File: src/hw/rtl/lcg_pkg.sv
// ----------------------------------------------------------------------------
// lcg_pkg
// shared types, register codes and width helpers for the lcg skip-ahead unit
// ----------------------------------------------------------------------------
package lcg_pkg;

  // generator width, 16 to 64
  localparam int SEED_BITS = 63;
  // width of register, input and result fields
  localparam int FIELD_W   = 63;
  // multiply-accumulate datapath width and multiplier half width
  localparam int WIDE_W    = 64;
  localparam int HALF_W    = 32;

  typedef logic [SEED_BITS-1:0] seed_t;
  typedef logic [FIELD_W-1:0]   field_t;
  typedef logic [1:0]           cfg_idx_t;

  localparam cfg_idx_t REG_MULTIPLIER     = 2'd0;
  localparam cfg_idx_t REG_INCREMENT      = 2'd1;
  localparam cfg_idx_t REG_BASE_SEED      = 2'd2;
  localparam cfg_idx_t REG_HISTORY_STRIDE = 2'd3;

  // request to the shared multiply-accumulate unit: a*b + c mod 2^SEED_BITS
  typedef struct packed {
    logic  start;
    seed_t a;
    seed_t b;
    seed_t c;
  } mac_req_t;

  typedef struct packed {
    logic  done;
    seed_t result;
  } mac_rsp_t;

  // field value reduced to the generator width
  function automatic seed_t to_seed(input field_t v);
    logic [WIDE_W-1:0] w;
    w = WIDE_W'(v);
    return w[SEED_BITS-1:0];
  endfunction

  // seed shown as a result field, low bits kept
  function automatic field_t to_field(input seed_t s);
    logic [WIDE_W-1:0] w;
    w = WIDE_W'(s);
    return w[FIELD_W-1:0];
  endfunction

endpackage

File: src/hw/rtl/lcg_mac.sv
// ----------------------------------------------------------------------------
// lcg_mac
// multi-cycle modular multiply-accumulate on one 32x32 multiplier
// ----------------------------------------------------------------------------
module lcg_mac (
  input  logic              clk,
  input  logic              rst_n,
  input  lcg_pkg::mac_req_t req,
  output lcg_pkg::mac_rsp_t rsp
);
  import lcg_pkg::*;

  localparam logic [1:0] STEP_IDLE = 2'd0;
  localparam logic [1:0] STEP_LL   = 2'd1;
  localparam logic [1:0] STEP_LH   = 2'd2;
  localparam logic [1:0] STEP_HL   = 2'd3;

  logic [1:0]        step_r;
  logic              done_r;
  logic [WIDE_W-1:0] a_r;
  logic [WIDE_W-1:0] b_r;
  logic [WIDE_W-1:0] acc_r;
  logic [HALF_W-1:0] mul_x;
  logic [HALF_W-1:0] mul_y;
  logic [WIDE_W-1:0] prod;
  logic [WIDE_W-1:0] addend;

  // high-by-high product falls outside 64 bits and is never formed
  always_comb begin
    mul_x  = (step_r == STEP_HL) ? a_r[WIDE_W-1:HALF_W] : a_r[HALF_W-1:0];
    mul_y  = (step_r == STEP_LH) ? b_r[WIDE_W-1:HALF_W] : b_r[HALF_W-1:0];
    prod   = WIDE_W'(mul_x) * WIDE_W'(mul_y);
    addend = (step_r == STEP_LL) ? prod : {prod[HALF_W-1:0], {HALF_W{1'b0}}};
  end

  always_ff @(posedge clk) begin
    if (!rst_n) begin
      step_r <= STEP_IDLE;
      done_r <= 1'b0;
    end else begin
      done_r <= 1'b0;
      unique case (step_r)
        STEP_IDLE: begin
          if (req.start) step_r <= STEP_LL;
        end
        STEP_LL: step_r <= STEP_LH;
        STEP_LH: step_r <= STEP_HL;
        STEP_HL: begin
          step_r <= STEP_IDLE;
          done_r <= 1'b1;
        end
        default: step_r <= STEP_IDLE;
      endcase
    end
  end

  always_ff @(posedge clk) begin
    if (step_r == STEP_IDLE) begin
      if (req.start) begin
        a_r   <= WIDE_W'(req.a);
        b_r   <= WIDE_W'(req.b);
        acc_r <= WIDE_W'(req.c);
      end
    end else begin
      acc_r <= acc_r + addend;
    end
  end

  assign rsp.done   = done_r;
  assign rsp.result = acc_r[SEED_BITS-1:0];

endmodule

File: src/hw/rtl/lcg_random_with_skip_ahead_unit.sv
// ----------------------------------------------------------------------------
// lcg_random_with_skip_ahead_unit
// linear congruential generator with skip-ahead to the start of a history
// ----------------------------------------------------------------------------
//
//  channel  | handshake           | word
//  ---------+---------------------+------------------------------------------
//  in       | in_valid / in_stall | in_cmd, in_history_index
//  out      | out_valid/out_stall | out_random_fraction (draws only)
//  cfg      | cfg_valid/cfg_ready | cfg_index, cfg_data
//
//  every product goes through one shared multiply-accumulate unit; each
//  operation steps through issue, three 32x32 partial products and result
//  hand-back
//  a draw keeps in_stall high through one operation and the loading of the
//  output register, so a new draw is taken only once the last is finished
//  a history start keeps in_stall high through the skip-count product, the
//  square-and-multiply loop over the bits of history_index * stride (up to
//  four operations a bit) and the final seed operation
//  in_stall is high from acceptance until the word is finished; a finished
//  draw waits for a free output register, which the consumer can stall
//  reset (synchronous, active low) restores the register defaults and seed 1
//
module lcg_random_with_skip_ahead_unit (
  input  logic              clk,
  input  logic              rst_n,
  // input words
  input  logic              in_valid,
  output logic              in_stall,
  input  logic              in_cmd,
  input  lcg_pkg::field_t   in_history_index,
  // result words
  output logic              out_valid,
  input  logic              out_stall,
  output lcg_pkg::field_t   out_random_fraction,
  // register writes
  input  logic              cfg_valid,
  output logic              cfg_ready,
  input  lcg_pkg::cfg_idx_t cfg_index,
  input  lcg_pkg::field_t   cfg_data
);
  import lcg_pkg::*;

  // sequencer states
  localparam logic [3:0] S_IDLE  = 4'd0;
  localparam logic [3:0] S_DRAW  = 4'd1;   // seed = mult*seed + incr
  localparam logic [3:0] S_OUT   = 4'd2;   // hand the new seed to the output
  localparam logic [3:0] S_SKIP  = 4'd3;   // count = history * stride
  localparam logic [3:0] S_BIT   = 4'd4;   // look at the next count bit
  localparam logic [3:0] S_ACCM  = 4'd5;   // acc_mul *= pow_mul
  localparam logic [3:0] S_ACCA  = 4'd6;   // acc_add = acc_add*pow_mul + pow_add
  localparam logic [3:0] S_POWA  = 4'd7;   // pow_add = pow_mul*pow_add + pow_add
  localparam logic [3:0] S_POWM  = 4'd8;   // pow_mul squared, count shifted
  localparam logic [3:0] S_FINAL = 4'd9;   // seed = acc_mul*base + acc_add

  localparam seed_t SEED_ONE  = SEED_BITS'(1);
  localparam seed_t SEED_ZERO = '0;

  // configuration registers
  field_t     mult_r;
  field_t     incr_r;
  field_t     base_r;
  field_t     stride_r;

  // sequencer and generator state
  logic [3:0] state_r;
  logic [3:0] state_nxt;
  logic       pending_r;
  seed_t      seed_r;

  // jump working set
  seed_t      count_r;
  seed_t      acc_mul_r;
  seed_t      acc_add_r;
  seed_t      pow_mul_r;
  seed_t      pow_add_r;

  // output register
  logic       out_valid_r;
  field_t     out_data_r;

  mac_req_t   mac_req;
  mac_rsp_t   mac_rsp;
  logic       op_state;
  logic       op_done;
  logic       in_accept;
  logic       out_load;

  lcg_mac u_mac (
    .clk (clk),
    .rst_n (rst_n),
    .req (mac_req),
    .rsp (mac_rsp)
  );

  assign in_stall  = (state_r != S_IDLE);
  assign in_accept = in_valid && !in_stall;
  assign cfg_ready = 1'b1;

  // states that run one operation on the shared unit
  assign op_state = (state_r == S_DRAW) || (state_r == S_SKIP) ||
                    (state_r == S_ACCM) || (state_r == S_ACCA) ||
                    (state_r == S_POWA) || (state_r == S_POWM) ||
                    (state_r == S_FINAL);
  assign op_done  = pending_r && mac_rsp.done;

  // the output slot frees when empty or when its word is taken this cycle
  assign out_load = (state_r == S_OUT) && (!out_valid_r || !out_stall);

  // operand selection for the shared unit
  always_comb begin
    mac_req.start = op_state && !pending_r;
    mac_req.a     = SEED_ZERO;
    mac_req.b     = SEED_ZERO;
    mac_req.c     = SEED_ZERO;
    unique case (state_r)
      S_DRAW: begin
        mac_req.a = to_seed(mult_r);
        mac_req.b = seed_r;
        mac_req.c = to_seed(incr_r);
      end
      S_SKIP: begin
        mac_req.a = count_r;
        mac_req.b = to_seed(stride_r);
      end
      S_ACCM: begin
        mac_req.a = acc_mul_r;
        mac_req.b = pow_mul_r;
      end
      S_ACCA: begin
        mac_req.a = acc_add_r;
        mac_req.b = pow_mul_r;
        mac_req.c = pow_add_r;
      end
      S_POWA: begin
        mac_req.a = pow_mul_r;
        mac_req.b = pow_add_r;
        mac_req.c = pow_add_r;
      end
      S_POWM: begin
        mac_req.a = pow_mul_r;
        mac_req.b = pow_mul_r;
      end
      S_FINAL: begin
        mac_req.a = acc_mul_r;
        mac_req.b = to_seed(base_r);
        mac_req.c = acc_add_r;
      end
      default: begin
      end
    endcase
  end

  // next state
  always_comb begin
    state_nxt = state_r;
    unique case (state_r)
      S_IDLE: begin
        if (in_accept) state_nxt = in_cmd ? S_SKIP : S_DRAW;
      end
      S_DRAW:  if (op_done) state_nxt = S_OUT;
      S_OUT:   if (out_load) state_nxt = S_IDLE;
      S_SKIP:  if (op_done) state_nxt = S_BIT;
      S_BIT: begin
        // loop ends once no set bits remain in the skip count
        if (count_r == SEED_ZERO) begin
          state_nxt = S_FINAL;
        end else if (count_r[0]) begin
          state_nxt = S_ACCM;
        end else begin
          state_nxt = S_POWA;
        end
      end
      S_ACCM:  if (op_done) state_nxt = S_ACCA;
      S_ACCA:  if (op_done) state_nxt = S_POWA;
      S_POWA:  if (op_done) state_nxt = S_POWM;
      S_POWM:  if (op_done) state_nxt = S_BIT;
      S_FINAL: if (op_done) state_nxt = S_IDLE;
      default: state_nxt = S_IDLE;
    endcase
  end

  // control state, configuration and seed
  always_ff @(posedge clk) begin
    if (!rst_n) begin
      state_r     <= S_IDLE;
      pending_r   <= 1'b0;
      out_valid_r <= 1'b0;
      seed_r      <= SEED_ONE;
      mult_r      <= FIELD_W'(64'd3512401965023503517);
      incr_r      <= '0;
      base_r      <= FIELD_W'(1);
      stride_r    <= FIELD_W'(152917);
    end else begin
      state_r <= state_nxt;

      if (mac_req.start) begin
        pending_r <= 1'b1;
      end else if (op_done) begin
        pending_r <= 1'b0;
      end

      if (out_load) begin
        out_valid_r <= 1'b1;
      end else if (out_valid_r && !out_stall) begin
        out_valid_r <= 1'b0;
      end

      if (op_done && ((state_r == S_DRAW) || (state_r == S_FINAL))) begin
        seed_r <= mac_rsp.result;
      end

      if (cfg_valid && cfg_ready) begin
        unique case (cfg_index)
          REG_MULTIPLIER:     mult_r   <= cfg_data;
          REG_INCREMENT:      incr_r   <= cfg_data;
          REG_BASE_SEED:      base_r   <= cfg_data;
          REG_HISTORY_STRIDE: stride_r <= cfg_data;
          default: begin
          end
        endcase
      end
    end
  end

  // jump working set and output word
  always_ff @(posedge clk) begin
    if (in_accept) begin
      count_r <= to_seed(in_history_index);
    end

    if (op_done) begin
      case (state_r)
        S_SKIP: begin
          // skip count, then the identity map and the one-step map
          count_r   <= mac_rsp.result;
          acc_mul_r <= SEED_ONE;
          acc_add_r <= SEED_ZERO;
          pow_mul_r <= to_seed(mult_r);
          pow_add_r <= to_seed(incr_r);
        end
        S_ACCM: acc_mul_r <= mac_rsp.result;
        S_ACCA: acc_add_r <= mac_rsp.result;
        S_POWA: pow_add_r <= mac_rsp.result;
        S_POWM: begin
          pow_mul_r <= mac_rsp.result;
          count_r   <= count_r >> 1;
        end
        default: begin
        end
      endcase
    end

    if (out_load) begin
      out_data_r <= to_field(seed_r);
    end
  end

  assign out_valid           = out_valid_r;
  assign out_random_fraction = out_data_r;

endmodule

File: config.mk
export PLATFORM = sky130hd
export DESIGN_NAME = lcg_random_with_skip_ahead_unit
export DESIGN_NICKNAME = d
export VERILOG_FILES = /design/src/hw/rtl/lcg_pkg.sv /design/src/hw/rtl/lcg_mac.sv /design/src/hw/rtl/lcg_random_with_skip_ahead_unit.sv
export SDC_FILE = /design/constraint.sdc
export NUM_CORES = 2
export LEC_CHECK = 0
export BUFFER_PORTS_ARGS = -buffer_cell sky130_fd_sc_hd__buf_2
export CAP_MARGIN = 10
export CORE_MARGIN = 2
export CORE_UTILIZATION = 50
export CTS_CLUSTER_SIZE = 12
export DETAILED_ROUTE_END_ITERATION = 10
export GPL_TIMING_DRIVEN = 0
export HOLD_SLACK_MARGIN = 0.12
export PLACE_DENSITY_LB_ADDON = 0.15
export SETUP_SLACK_MARGIN = 0.02
export SYNTH_ARGS = -nofsm -noshare
export SYNTH_HDL_FRONTEND = slang
export SYNTH_HIERARCHICAL = 1
export SYNTH_SLANG_ARGS = --single-unit
File: constraint.sdc
create_clock -name clk -period 26.2 [get_ports clk]
set_input_delay 0 -clock clk [delete_from_list [all_inputs] [get_ports clk]]
set_output_delay 0 -clock clk [all_outputs]
set_load 0.005 [all_outputs]
# Yosys cells after proc, flatten, opt, wreduce, memory -nomap -nowiden
# Index checks and enable logic that the tools add are counted.
# totals
out_inout_bits,66
input_bits,134
elab_cells,119
regBits,892
# classes
add_sub_neg,1
reduce_logical,41
eq_ne,24
multipliers,1
muxes,33
# ops
op,count
case mux 126 bit (7 select lines),1
case mux 63 bit (2 select lines),5
two-way mux 64 bit,3
case mux 63 bit (3 select lines),1
two-way mux 63 bit,2
adder 64 bit,1
multiplier 32 x 32 -> 64 bit,1
two-way mux 32 bit,2
logical NOT 63 bit,1
two-way mux 4 bit,9
case mux 4 bit (9 select lines),1
AND reduction 2 bit,9
"equality test 4 x 3 -> 1 bit, second input constant",4
"inequality test 2 bit, second input constant",8
nonzero test 2 bit,6
"equality test 2 bit, second input constant",4
"equality test 4 x 2 -> 1 bit, second input constant",2
"equality test 4 bit, second input constant",2
logical OR 1 bit,8
case mux 2 bit (4 select lines),1
AND reduction 8 bit,1
logical AND 1 bit,6
two-way mux 2 bit,3
two-way mux 1 bit,5
other kinds (8),14

# Logic depth before layout (Yosys ltp)
# depth
word_depth,10
depth_mapped,47
mapped_depth_nobuf,42

# By module
# The synthesis kept the hierarchy.
# modules_own_cells
mod,area_each_um2,seq_area_each_um2,cells_each,instances
lcg_mac,43317.8,5735.5,4699,1
lcg_random_with_skip_ahead_unit,30359.1,17146.4,3078,1

# Least setup slack after synthesis
# No wires, ideal clock.
# synth_timing
path_kind,flip-flop to flip-flop
from,register u_mac.step_r[0]
to,register u_mac.acc_r[61] (data pin)
required_ps,26065
slack_ps,15080
path_buffers,4
synth_period_minus_slack_ps,11120
t_arrival_ps,10985
setup_ps,135
stages_incl_launch_ff,41
path_cell_list,dfxtp_1 -> ha_1 -> clkbuf_1 -> clkbuf_1 -> buf_1 -> mux2i_1 -> clkbuf_1 -> nor2_1 -> fa_1 -> inv_1 -> fa_1 -> fa_1 -> fa_1 -> inv_1 -> fa_1 -> fa_1 -> fa_1 -> fa_1 -> [... 5 more ...] -> a211oi_1 -> o31a_1 -> o21ai_0 -> a211oi_1 -> o21ai_0 -> xor2_1 -> mux2_2 -> ha_1 -> nand4_1 -> nor2_1 -> nand3_1 -> or3_1 -> o2111ai_1 -> nand2_1 -> o21ai_1 -> a41oi_1 -> or4b_2 -> nand3_1
# synth_between
elab_chain_cells,6
elab_cells_between_ends,10
cone_classes,1 x add/sub; 1 x mul; 3 x eq/ne; 4 x mux; 1 x reduce/logical
# synth_lines
element,line_no,text
"start, declared",lcg_mac.sv:18,logic [1:0] step_r;
"start signal, assigned",lcg_mac.sv:38,step_r <= STEP_IDLE;
"start signal, assigned",lcg_mac.sv:44,if (req.start) step_r <= STEP_LL;
"start signal, assigned",lcg_mac.sv:46,STEP_LL: step_r <= STEP_LH;
"equality test 2 bit, on equally long branches","lcg_mac.sv:30, lcg_mac.sv:31",
"two-way mux 32 bit, on equally long branches","lcg_mac.sv:30, lcg_mac.sv:31",
multiplier 32 x 32 -> 64 bit,lcg_mac.sv:32,prod = WIDE_W'(mul_x) * WIDE_W'(mul_y);
two-way mux 64 bit,lcg_mac.sv:33,"addend = (step_r == STEP_LL) ? prod : {prod[HALF_W-1:0], {HALF_W{1'b0}}};"
adder 64 bit,lcg_mac.sv:65,acc_r <= acc_r + addend;
two-way mux 64 bit *,lcg_mac.sv:58,if (step_r == STEP_IDLE) begin
"end signal, assigned",lcg_mac.sv:62,acc_r <= WIDE_W'(req.c);
"end signal, assigned",lcg_mac.sv:65,
"end, declared",lcg_mac.sv:22,logic [WIDE_W-1:0] acc_r;
# Every way passes the cells marked *; elsewhere a longest branch is shown, timed or not.
# A chain may end at the register's enable or synchronous reset.

# Worst setup path after layout
# Same ends and word-level chain as after synthesis.

==> flow_metrics.tcl <==
set metrics [dict create \
    synth_seq_cells 891 \
    ys_warn_count 6 \
    synth_edf_count 504 \
    grt_first_pass_wirelength_um 447000 \
    syn_to_final_growth_pct 11.8 \
    rsz0062_at_grt "false" \
    synthDistinctLibCells 82 \
    dr.pass1.iters 10 \
    viasPerCell 6.18 \
    finClkSkew_ns 0.0380 \
    endpoint_kind "flip-flop" \
    post_cts_buffers 0 \
    synth-async-reset-ratio 0 \
    cpMostUsedCell "fa_1" \
    avgSynthCellArea_um2 9.47 \
    groute.usage.overall 0.418 \
    pin_count 200 \
    path_class "flip-flop to flip-flop" \
    postCtsResizedCells 0 \
    critPathRequiredTime_ns 26.75 \
    fillerInstances 13200 \
    cts-root-buf "clkbuf_16" \
    die_y_um 388 \
    numCtsBuffers 88 \
    coreArea_mm2 0.146 \
    grt_overflow 0 \
    htree_levels 3 \
    yosysMostFrequentCell "nand2_1" \
    synth_area_leaders "fa_1 24%, edfxtp_1 21%, dfxtp_1 11%" \
    dp_hpwl_um 254000 \
    crit_slowest_cell "clkbuf_1" \
    yosys.area.top_type "fa_1" \
    totalWireLength_um 316000 \
    grt_max_degree 73 \
    drive_above_1_share 0.0807 \
    drt_iter0_markers 9268 \
    route.detailed.drc 0 \
    die-area_mm2 0.150 \
    dieWidth_um 388 \
    initial_core_util 0.505 \
    cp.arrival_ns 16.60 \
    seq_area_mm2 0.0229 \
    io_buffers 197 \
    ys.flop_type "edfxtp_1" \
    syn_nets 9132 \
    violations "capacitance limit" \
    final_antenna_net_count 0 \
    drv_slew 0 \
    crit_fanout 10 \
    grt_pass1_vias 63000 \
    num_vias 63600 \
    tightest_slew_ns 1.44 \
    syn_area_mm2 0.0737 \
    fin_nets 9645 \
    cts_tree "built" \
    hold_path.class "input port to flip-flop" \
    hold_viol 0 \
    slew_headroom 0.0138 \
    synth_common_cells "1512 x nand2_1, 940 x inv_1, 896 x fa_1" \
    fmax_mhz 62.3 \
    multi_input_area_mm2 0.0455 \
    clock_path_buffers 3 \
    hold_buffers 187 \
    crit_path_start_kind "flip-flop" \
    worstSkewPairLatency_ns 0.72 \
    synth_top_area_share 0.243 \
    antenna_found_initial 26 \
    rows 140 \
    cpPeakStageDelay_ns 1.02 \
    netlist_instances 7777 \
    maxCapViolations 1 \
    tns_ns 0 \
    period_needed_ns 16.05 \
    gp_congestion 1.13 \
    clkSlewWorstSetupHoldPaths_ns 0.06 \
    fin_crit_sh 0.613 \
    synth-seq-area-share 0.311 \
    setup-violations-final 0 \
    wire_per_inst_um 30.7 \
    outcome "finished with violations" \
    cts.sinks 891 \
    r2r_setup_slack_ns 10.15 \
]
[cell type report]
cell class / count / area share
Sequential cell: 891 / 0.278
Inverter: 942 / 0.0429
Antenna cell: 9 / 0.000274
Multi-Input combinational cell: 5459 / 0.552
Tap cell: 1917 / 0.0291
Clock buffer: 149 / 0.0310
Timing Repair Buffer: 423 / 0.0414
Clock inverter: 14 / 0.00176
Buffer: 485 / 0.0235
[metal layers]
| layer | track usage | vias to the layer above | part of all wire |
|---|---|---|---|
| li1 | - | 26700 | - |
| met1 | 0.521 | 31700 | 0.36 |
| met2 | 0.635 | 4282 | 0.44 |
| met3 | 0.108 | 941 | 0.12 |
| met4 | 0.292 | 14 | 0.084 |
| met5 | 0 | - | 0.00028 |
[layout by cell type (no fill, tap or decap), drive strengths merged, types with 20 or more instances in the layout]
cell	n
clkbuf	532
a211oi	23
nand4	28
xnor2	62
a222oi	126
mux2i	130
xor2	52
o22ai	63
nand3	146
nand2	1513
dfxtp	387
buf	338
fa	896
and3	24
a22oi	64
a21o	74
mux2	200
a221oi	69
nor2b	22
o21ai	146
a22o	63
inv	946
nor3	20
nor2	648
ha	325
edfxtp	504
nor4	22
a21oi	397
and2	159
dlygate4sd3	187
[logic make-up (layout without fill, tap and decap cells)]
family / count (synthesis) / count (layout) / share of synthesized area
AOI/OAI and AO/OA: 1151 / 1151 / 0.106
buffers and inverters: 1427 / 2013 / 0.0742
xor gates and xnor gates: 115 / 115 / 0.0139
adders and majority gates: 1221 / 1221 / 0.299
and+or+nand+nor: 2641 / 2641 / 0.149
DFF: 891 / 891 / 0.311
other: 1 / 10 / 0.0000509
muxes: 330 / 330 / 0.0482
[through the flow]
stage          cells  area [um^2]   util  setup WS, ns  hold slack [ns]
6_report       10300        82300  0.564         10.15            0.133
5_1_grt        10300        82300  0.564          9.96            0.127
4_1_cts        10300        82200  0.563         10.66            0.120
3_5_place_dp    9921        77600  0.532         10.73            0.282
3_3_place_gp    9891        77100  0.528         10.95            0.278
2_1_floorplan   7777        73700      -         15.08            0.124
[path summary, 6_finish.rpt]
path / start / cells after the start / to
worst max register to register: u_mac/step_r[0]$_SDFFE_PN0P_ / 41 / u_mac/acc_r[61]$_DFFE_PP_
worst min-delay path: cfg_data[8] / 4 / stride_r[8]$_SDFFE_PN1P_
worst max-delay path: u_mac/step_r[0]$_SDFFE_PN0P_ / 41 / u_mac/acc_r[61]$_DFFE_PP_
worst min register to register: base_r[47]$_SDFFE_PN0P_ / 2 / base_r[47]$_SDFFE_PN0P_
[worst max-delay path, delay by kind of cell (launching register included)]
family / cells / cell delay, ns
AOI/OAI and AO/OA: 10 / 3.77
adders and majority gates: 11 / 4.66
buffers and inverters: 9 / 3.57
DFF: 1 / 0.39
muxes: 2 / 0.87
and+or+nand+nor: 8 / 2.46
xor gates and xnor gates: 1 / 0.14
Power is left out: the tool's default activity adds up to more than one toggle a clock period on the data nets, which glitch-free logic cannot reach.
